## config.mk

```make
export PLATFORM = sky130hd
export DESIGN_NAME = rgb565_alpha_blend
export DESIGN_NICKNAME = d
export VERILOG_FILES = /design/src/design/rgbab_pkg.sv /design/src/design/rgb565_alpha_blend.sv
export SDC_FILE = /design/constraint.sdc
export NUM_CORES = 2
export LEC_CHECK = 0
export ABC_AREA = 1
export BUFFER_PORTS_ARGS = -buffer_cell sky130_fd_sc_hd__buf_2
export CAP_MARGIN = 20
export CORE_MARGIN = 1
export CORE_UTILIZATION = 52
export DETAILED_ROUTE_END_ITERATION = 6
export GPL_TIMING_DRIVEN = 0
export PLACE_DENSITY_LB_ADDON = 0.05
export SYNTH_ARGS = -nofsm -noshare
export SYNTH_HDL_FRONTEND = slang
export SYNTH_SLANG_ARGS = --single-unit
```

## constraint.sdc

```tcl
create_clock -name clk -period 32 [get_ports clk]
set_input_delay 4.8 -clock clk [delete_from_list [all_inputs] [get_ports clk]]
set_output_delay 4.8 -clock clk [all_outputs]
set_load 0.01 [all_outputs]
```

## src/design/rgbab_pkg.sv

```systemverilog
// Shared types, path codes and the rounding divide-by-255 for the RGB565 blender.
package rgbab_pkg;

  typedef logic [1:0] mode_t;

  // Which result a word takes at the output stage
  localparam mode_t MODE_SRC   = 2'd0;  // copy source, keep destination alpha
  localparam mode_t MODE_DST   = 2'd1;  // pass destination through
  localparam mode_t MODE_BLEND = 2'd2;  // full over blend

  localparam int NumCh = 3;             // red, green, blue
  localparam int DivW  = 25;            // holds the widest product plus rounding

  localparam logic [7:0] AlphaMax = 8'hff;

  // (x + ((x + 128) >> 8) + 128) >> 8
  function automatic logic [DivW-9:0] div255(input logic [DivW-1:0] x);
    logic [DivW-1:0] t;
    t = x + ((x + DivW'(128)) >> 8) + DivW'(128);
    return t[DivW-1:8];
  endfunction

endpackage

```

## src/design/rgb565_alpha_blend.sv

```systemverilog
// RGB565 over-blend of a source pixel with alpha onto a destination pixel with alpha.
//
// Input channel: in_valid/in_stall carry one word of src_alpha, src_color, dst_color
// and dst_opacity. Output channel: out_valid/out_stall carry out_color and
// out_opacity, one result word for every input word, in order.
// The datapath is a four-stage pipeline: products, first divide and alpha,
// second divide, final divide with add and repack. out_valid is v4, the valid
// bit behind v1, v2 and v3. One word is taken every cycle while the
// receiver keeps up; the multiplier stages set the depth, not the rate.
// Each stage moves ahead whenever it is empty or the one after it moves, so
// bubbles close up when the receiver stalls; in_stall rises only when all four
// stages hold a word and out_stall is high. A stalled output word holds.
// Reset (rst, synchronous) empties the pipeline; there is no other state and
// nothing to configure. The fast paths (source alpha 255 or 0, destination
// alpha 0) are chosen in the first stage and ride along with the word.
module rgb565_alpha_blend
  import rgbab_pkg::*;
(
  input  logic        clk,
  input  logic        rst,
  input  logic        in_valid,
  output logic        in_stall,
  input  logic [7:0]  src_alpha,
  input  logic [15:0] src_color,
  input  logic [15:0] dst_color,
  input  logic [7:0]  dst_opacity,
  output logic        out_valid,
  input  logic        out_stall,
  output logic [15:0] out_color,
  output logic [7:0]  out_opacity
);

  logic v1, v2, v3, v4;
  logic adv1, adv2, adv3, adv4;

  assign adv4     = !v4 || !out_stall;
  assign adv3     = !v3 || adv4;
  assign adv2     = !v2 || adv3;
  assign adv1     = !v1 || adv2;
  assign in_stall = !adv1;

  always_ff @(posedge clk) begin
    if (rst) begin
      v1 <= 1'b0;
      v2 <= 1'b0;
      v3 <= 1'b0;
      v4 <= 1'b0;
    end else begin
      if (adv1) v1 <= in_valid;
      if (adv2) v2 <= v1;
      if (adv3) v3 <= v2;
      if (adv4) v4 <= v3;
    end
  end

  // ---- stage 1: path select and 8x8 products
  logic [7:0] s_ch [NumCh];
  logic [7:0] d_ch [NumCh];
  mode_t      mode_in;

  always_comb begin
    s_ch[0] = {src_color[15:11], 3'b000};
    s_ch[1] = {src_color[10:5], 2'b00};
    s_ch[2] = {src_color[4:0], 3'b000};
    d_ch[0] = {dst_color[15:11], 3'b000};
    d_ch[1] = {dst_color[10:5], 2'b00};
    d_ch[2] = {dst_color[4:0], 3'b000};
    priority if (src_alpha == AlphaMax) mode_in = MODE_SRC;
    else if (src_alpha == 8'd0)         mode_in = MODE_DST;
    else if (dst_opacity == 8'd0)       mode_in = MODE_SRC;
    else                                mode_in = MODE_BLEND;
  end

  mode_t       mode1;
  logic [15:0] src1, dst1;
  logic [7:0]  a1, da1;
  logic [15:0] sa1 [NumCh];
  logic [7:0]  dch1 [NumCh];
  logic [15:0] ada1, k1;

  always_ff @(posedge clk) begin
    if (adv1) begin
      mode1 <= mode_in;
      src1  <= src_color;
      dst1  <= dst_color;
      a1    <= src_alpha;
      da1   <= dst_opacity;
      ada1  <= 16'(src_alpha) * 16'(dst_opacity);
      k1    <= 16'(dst_opacity) * 16'(AlphaMax - src_alpha);
      for (int i = 0; i < NumCh; i++) begin
        sa1[i]  <= 16'(s_ch[i]) * 16'(src_alpha);
        dch1[i] <= d_ch[i];
      end
    end
  end

  // ---- stage 2: front term, new alpha, 8x16 back products
  logic [9:0] osum;
  logic [7:0] opa_next;

  always_comb begin
    osum = {2'b00, a1} + {2'b00, da1} - {2'b00, 8'(div255(DivW'(ada1)))};
    opa_next = (osum > 10'd255) ? AlphaMax : osum[7:0];
  end

  mode_t       mode2;
  logic [15:0] src2, dst2;
  logic [7:0]  da2, opa2;
  logic [7:0]  front2 [NumCh];
  logic [23:0] dda2 [NumCh];

  always_ff @(posedge clk) begin
    if (adv2) begin
      mode2 <= mode1;
      src2  <= src1;
      dst2  <= dst1;
      da2   <= da1;
      opa2  <= opa_next;
      for (int i = 0; i < NumCh; i++) begin
        front2[i] <= 8'(div255(DivW'(sa1[i])));
        dda2[i]   <= 24'(dch1[i]) * 24'(k1);
      end
    end
  end

  // ---- stage 3: first divide of the back term
  mode_t       mode3;
  logic [15:0] src3, dst3;
  logic [7:0]  da3, opa3;
  logic [7:0]  front3 [NumCh];
  logic [15:0] back3 [NumCh];

  always_ff @(posedge clk) begin
    if (adv3) begin
      mode3 <= mode2;
      src3  <= src2;
      dst3  <= dst2;
      da3   <= da2;
      opa3  <= opa2;
      for (int i = 0; i < NumCh; i++) begin
        front3[i] <= front2[i];
        back3[i]  <= 16'(div255(DivW'(dda2[i])));
      end
    end
  end

  // ---- stage 4: second divide, add, repack, path mux
  logic [7:0]  ch_sum [NumCh];
  logic [15:0] color_next;
  logic [7:0]  opac_next;

  always_comb begin
    for (int i = 0; i < NumCh; i++) begin
      ch_sum[i] = front3[i] + 8'(div255(DivW'(back3[i])));
    end
    unique case (mode3)
      MODE_SRC: begin
        color_next = src3;
        opac_next  = da3;
      end
      MODE_DST: begin
        color_next = dst3;
        opac_next  = da3;
      end
      MODE_BLEND: begin
        color_next = {ch_sum[0][7:3], ch_sum[1][7:2], ch_sum[2][7:3]};
        opac_next  = opa3;
      end
      default: begin
        color_next = dst3;
        opac_next  = da3;
      end
    endcase
  end

  always_ff @(posedge clk) begin
    if (adv4) begin
      out_color   <= color_next;
      out_opacity <= opac_next;
    end
  end

  assign out_valid = v4;

`ifndef SYNTH
  // opaque source must pick the copy path
  a_opaque_path: assert property (@(posedge clk) disable iff (rst)
    in_valid && !in_stall && src_alpha == AlphaMax |=> v1 && mode1 == MODE_SRC)
    else $error("opaque source word not on copy path");

  // transparent source must pick the pass-through path
  a_clear_path: assert property (@(posedge clk) disable iff (rst)
    in_valid && !in_stall && src_alpha == 8'd0 |=> v1 && mode1 == MODE_DST)
    else $error("transparent source word not on pass-through path");

  // blending never lowers the destination alpha
  a_alpha_grows: assert property (@(posedge clk) disable iff (rst)
    v2 && mode2 == MODE_BLEND |-> opa2 >= da2)
    else $error("blended alpha below destination alpha");

  // input backs up only when every stage is full and the output is held
  a_stall_full: assert property (@(posedge clk) disable iff (rst)
    in_stall |-> v1 && v2 && v3 && v4 && out_stall)
    else $error("input stalled with a free pipeline stage");
`endif

endmodule

```

Yosys cells after proc, flatten, opt, wreduce, memory -nomap -nowiden

Memories as Yosys holds them, arrays and structs flattened.
Cells that the tools add are included.

Multiply operators: 8
Shifts and indexed selects: 0
Equality and inequality tests: 2
$lt $le $gt $ge: 1
Add/sub/neg operators: 36
Div/mod/pow operators: 0
Reductions and logical operators: 14
Bitwise logic cells: 0
Multiplexer cells: 10

Operator list:

| operator              | count |
|---|---|
| $add 16x8->17 const B | 7 |
| $add 16x8->16 const B | 7 |
| $add 16x9->16         | 7 |
| $add 24x8->25 const B | 3 |
| $add 24x17->24        | 3 |
| $add 24x8->24 const B | 3 |
| $mul 8x16->24         | 3 |
| $pmux 16 s2           | 1 |
| $mul 5x8->13          | 2 |
| $add 8x8->8           | 3 |
| $logic_not 8->1       | 2 |
| $mul 8x8->16          | 1 |
| $mul 9x9->16          | 1 |
| $mul 6x8->14          | 1 |
| $gt 10x8->1 const B   | 1 |
| $sub 9x8->10          | 1 |
| $add 8x8->9           | 1 |
| $sub 8x8->9 const A   | 1 |
| $eq 8x8->1 const B    | 1 |
| $mux 8                | 1 |
| $mux 1                | 7 |
| $logic_not 1->1       | 6 |
| $logic_or 1x1->1      | 4 |
| $eq 2x2->1 const B    | 1 |
| 3 further kinds       | 3 |

Bits in writable memories: 228
Memories: 6
Bits in registers: 210
Word-level logic and storage cells: 101
Bits in read-only memories: 0
Bits in latches: 0
Output and inout bits: 26

Memories:

| memory | depth | width | rd ports | clocked after Yosys merged registers in | wr ports | line                      | RTL |
|---|---|---|---|---|---|---|---|
| dda2   | 3     | 24    | 3        | 0                                       | 3        | rgb565_alpha_blend.sv:110 | `logic [23:0] dda2 [NumCh];` |
| back3  | 3     | 16    | 3        | 0                                       | 3        | rgb565_alpha_blend.sv:131 | `logic [15:0] back3 [NumCh];` |
| sa1    | 3     | 14    | 3        | 0                                       | 3        | rgb565_alpha_blend.sv:77  | `logic [15:0] sa1 [NumCh];` |
| front2 | 3     | 8     | 3        | 0                                       | 3        | rgb565_alpha_blend.sv:109 | `logic [7:0] front2 [NumCh];` |
| front3 | 3     | 8     | 3        | 0                                       | 3        | rgb565_alpha_blend.sv:130 | `logic [7:0] front3 [NumCh];` |
| dch1   | 3     | 6     | 3        | 0                                       | 3        | rgb565_alpha_blend.sv:78  | `logic [7:0] dch1 [NumCh];` |

Depth between registers and ports, before layout

Depth after elaboration: 7
Depth in mapped cells: 31

Worst setup path after synthesis

OpenSTA, ideal clock, no wires.

Path kind: input port to output port
Start point: in out_stall
End point: out in_stall
Path slack: 16.053 ns
Data arrival time: 11.147 ns
Cell stages on the path: 6
Cells stage by stage: nand2_1 > nor2_1 > inv_1 > nor2_1 > inv_1 > nor2_1

Cells in the longest elaborated chain, start to end: 6

Ends and longest elaborated chain:

| what             | line                     | RTL |
|---|---|---|
| start, declared  | rgb565_alpha_blend.sv:28 | `input logic out_stall,` |
| $logic_not 1->1  | rgb565_alpha_blend.sv:36 | `assign adv4 = !v4 \|\| !out_stall;` |
| $logic_or 1x1->1 | rgb565_alpha_blend.sv:36 |  |
| $logic_or 1x1->1 | rgb565_alpha_blend.sv:37 | `assign adv3 = !v3 \|\| adv4;` |
| via adv3         | rgb565_alpha_blend.sv:34 | `logic adv1, adv2, adv3, adv4;` |
| $logic_or 1x1->1 | rgb565_alpha_blend.sv:38 | `assign adv2 = !v2 \|\| adv3;` |
| via adv2         | rgb565_alpha_blend.sv:34 |  |
| $logic_or 1x1->1 | rgb565_alpha_blend.sv:39 | `assign adv1 = !v1 \|\| adv2;` |
| $logic_not 1->1  | rgb565_alpha_blend.sv:40 | `assign in_stall = !adv1;` |
| end, declared    | rgb565_alpha_blend.sv:22 | `output logic in_stall,` |

The timed path passes the listed nets, and every way through them passes these cells.

Worst setup path after layout

Start point: in out_stall
End point: out in_stall

Cells in the longest elaborated chain, start to end: 6

Ends and longest elaborated chain:

| what             | line |
|---|---|
| $logic_not 1->1  | rgb565_alpha_blend.sv:36 |
| $logic_or 1x1->1 | rgb565_alpha_blend.sv:36 |
| via adv4         | rgb565_alpha_blend.sv:34 |
| $logic_or 1x1->1 | rgb565_alpha_blend.sv:37 |
| via adv3         | rgb565_alpha_blend.sv:34 |
| $logic_or 1x1->1 | rgb565_alpha_blend.sv:38 |
| via adv2         | rgb565_alpha_blend.sv:34 |
| $logic_or 1x1->1 | rgb565_alpha_blend.sv:39 |
| $logic_not 1->1  | rgb565_alpha_blend.sv:40 |

The timed path passes the listed nets, and every way through them passes these cells.

==> summary.md <==
| Metric | Value |
|---|---|
| Initial antenna violation count | `3` |
| Sequential element share of the synthesized area | `32.3%` |
| Post CTS Setup Buffer Count | `0` |
| CTS Sinks | `410` |
| Num rows | `98` |
| Starting density of the core | `52.9%` |
| Crit path DAT | `7180 ps` |
| Number of flops mapped to enable cells by yosys | `406` |
| Share of cells above drive strength 1 | `5.07%` |
| Hold Crit Class | `register to register` |
| Worst r2r src | `k1[0]` |
| Post-Route WL | `87.0 mm` |
| Mapped Area | `38,000 sq um` |
| Clk_lat worst skew | `600 ps` |
| Post_cts resized | `0` |
| Iteration-0 DRC Markers | `1,561` |
| H-tree depth | `2` |
| Vias in the first global route | `27,233` |
| Final setup TNS | `0 ps` |
| Num CTS Buffers | `49` |
| Routed WL per cell | `16.3 um` |
| Worst-case clock buffer depth | `3` |
| CP Class | `input port to primary output` |
| Top-area cell type share of the netlist area | `32.0%` |
| Worst Setup End Kind | `primary output` |
| Final Slew Violations | `0` |
| Async S/R FF share, synth | `0%` |
| Worst Hold Depth | `0` |
| CTS tree | `yes` |
| Worst-Margin Slew | `1090 ps` |
| Syn Inst Count | `4,209` |
| Area Overhead vs Synth | `9.13%` |
| Warnings from Yosys | `0` |
| FMAX | `0.0835 GHz` |
| Die H | `272 um` |
| Antenna Nets Post-Route | `0` |
| Pin count of the biggest net entering global routing | `88` |
| Slew HR | `27.3%` |
| Hold buffers post-CTS | `0` |
| Die X | `272 um` |
| Syn nets | `5,050` |
| Fill cells | `6,443` |
| GRT overflow | `0` |
| Vias | `27,308` |
| Mean Syn Cell Area | `9.04 sq um` |
| Post-synth top flop | `edfxtp_1` |
| Unrepaired setup endpoints after global routing | `false` |
| Synth unique cells | `58` |
| Fin crit period | `11,980 ps` |
| #FFs+latches synth | `410` |
| Worst r2r path cells | `18` |
| Boundary Pins | `78` |
| Drt pass-1 iters | `6` |
| Largest cells by area after synthesis | `edfxtp_1 (32%), ha_1 (17%), fa_1 (15%), nand2_1 (9.9%), inv_1 (7.7%)` |
| Root Buffer Master | `clkbuf_16` |
| Final nets | `5,181` |
| CP Data Required Time | `27,200 ps` |
| Reg2Reg Setup Slack | `26,170 ps` |
| Clock Skew | `21.5 ps` |
| Commonest non-fill, non-tap cell in the layout | `nand2_1` |
| CTS clk-pin slew, worst paths | `70 ps` |
| # diodes | `0` |
| Commonest non-fill, non-tap cells in the layout | `nand2_1 (999), inv_1 (777), ha_1 (504)` |
| Detail Placement HPWL | `69.3 mm` |
| First-pass GRT wire length | `142 mm` |
| CP Launch Type | `input port` |
| DIE AREA | `74,200 sq um` |
| Core ar. | `72,000 sq um` |
| Critical path fanouts, max | `80` |
| Hold Path End | `dst3[13]` |
| Cell taking the most area after synthesis | `edfxtp_1` |
| Period utilization | `37.4%` |
| GPL Wtd Cong | `0.878` |
| Vias per cell | `5.12` |
| Final setup viols | `0` |
| Buffers on Ports | `77` |
| Status | `finished, final reports clean` |
| DRC | `0` |
| R2r endpoint | `dda2[0][71]` |
| Beginning of the worst hold path | `dst2[13]` |
| Total track usage | `24.2%` |
| Max cap viols | `0` |
| Endpoints failing hold | `0` |
## cell type report
class / count / area (sq um) / share of cell area, %
Multi-Input combinational cell: 2892 / 22300 / 53.8
Sequential cell: 410 / 12300 / 29.6
Inverter: 784 / 2960 / 7.13
Clock buffer: 63 / 1330 / 3.20
Tap cell: 950 / 1190 / 2.86
Buffer: 123 / 487 / 1.17
Clock inverter: 29 / 470 / 1.13
Timing Repair Buffer: 80 / 468 / 1.13
## worst max path at each step
stage | from | slack (ps) | cells after the start | endpoint
final | out_stall | 20020 | 8 | in_stall
after floorplan | out_stall | 16050 | 6 | in_stall
after global routing | out_stall | 19740 | 8 | in_stall
after global placement | out_stall | 12580 | 8 | in_stall
after detailed placement | out_stall | 19900 | 8 | in_stall
after CTS | out_stall | 19890 | 8 | in_stall
## state kept, by name, summed over array words and instances (netlist names), 24 cells and up
signal and flops:
back3 48, front2 24, dda2 64, sa1 40, front3 24
## critical path, stage by stage
cell and delay [ps]:
buf_2 100, nand2_2 590, nor2_1 200, inv_6 340, nor2_1 150, inv_6 530
nor2_1 240, buf_2 210
## cell families (layout without fill, tap and decap cells)
| group | count (synthesis) | count (layout) | share of synthesized area (%) |
|---|---|---|---|
| AOI/OAI and AO/OA | 427 | 427 | 6.36 |
| xor gates and xnor gates | 226 | 226 | 5.22 |
| adders and majority gates | 789 | 789 | 31.6 |
| buffers and inverters | 907 | 1079 | 9.02 |
| DFF | 410 | 410 | 32.3 |
| and+or+nand+nor | 1450 | 1450 | 15.6 |
## per-layer routing
metal / track usage, % / vias up / wire length, um
li1: - / 13775 / -
met3: 4.07 / 161 / 4570
met1: 33.3 / 12820 / 40400
met4: 7.84 / 4 / 2860
met2: 39.0 / 548 / 39100
met5: 0 / - / 26
## synth_stat cells, types with 16 or more instances
| library cell | number |
|---|---|
| nand4_1 | 20 |
| fa_1 | 285 |
| edfxtp_1 | 406 |
| xnor2_1 | 49 |
| ha_1 | 504 |
| a21oi_1 | 233 |
| a21o_1 | 19 |
| nor2_1 | 215 |
| clkbuf_1 | 99 |
| xor2_1 | 176 |
| o21ai_0 | 83 |
| inv_1 | 780 |
| o21bai_1 | 16 |
| nand2_1 | 1000 |
| nand3_1 | 131 |
| nor3_1 | 32 |
## through the flow
step	instance area [sq um]	utilization [%]	hold WS (ps)	setup WS, ps	cells
final	41500	57.7	410	20020	5331
after global routing	41500	57.7	417	19740	5331
after CTS	41500	57.7	406	19890	5331
after detailed placement	39700	55.2	405	19900	5239
after global placement	39600	55.0	401	12580	5236
after floorplan	38000	-	400	16050	4209
Power is left out: the tool's default activity adds up to more than one toggle a clock period on the data nets, which glitch-free logic cannot reach.
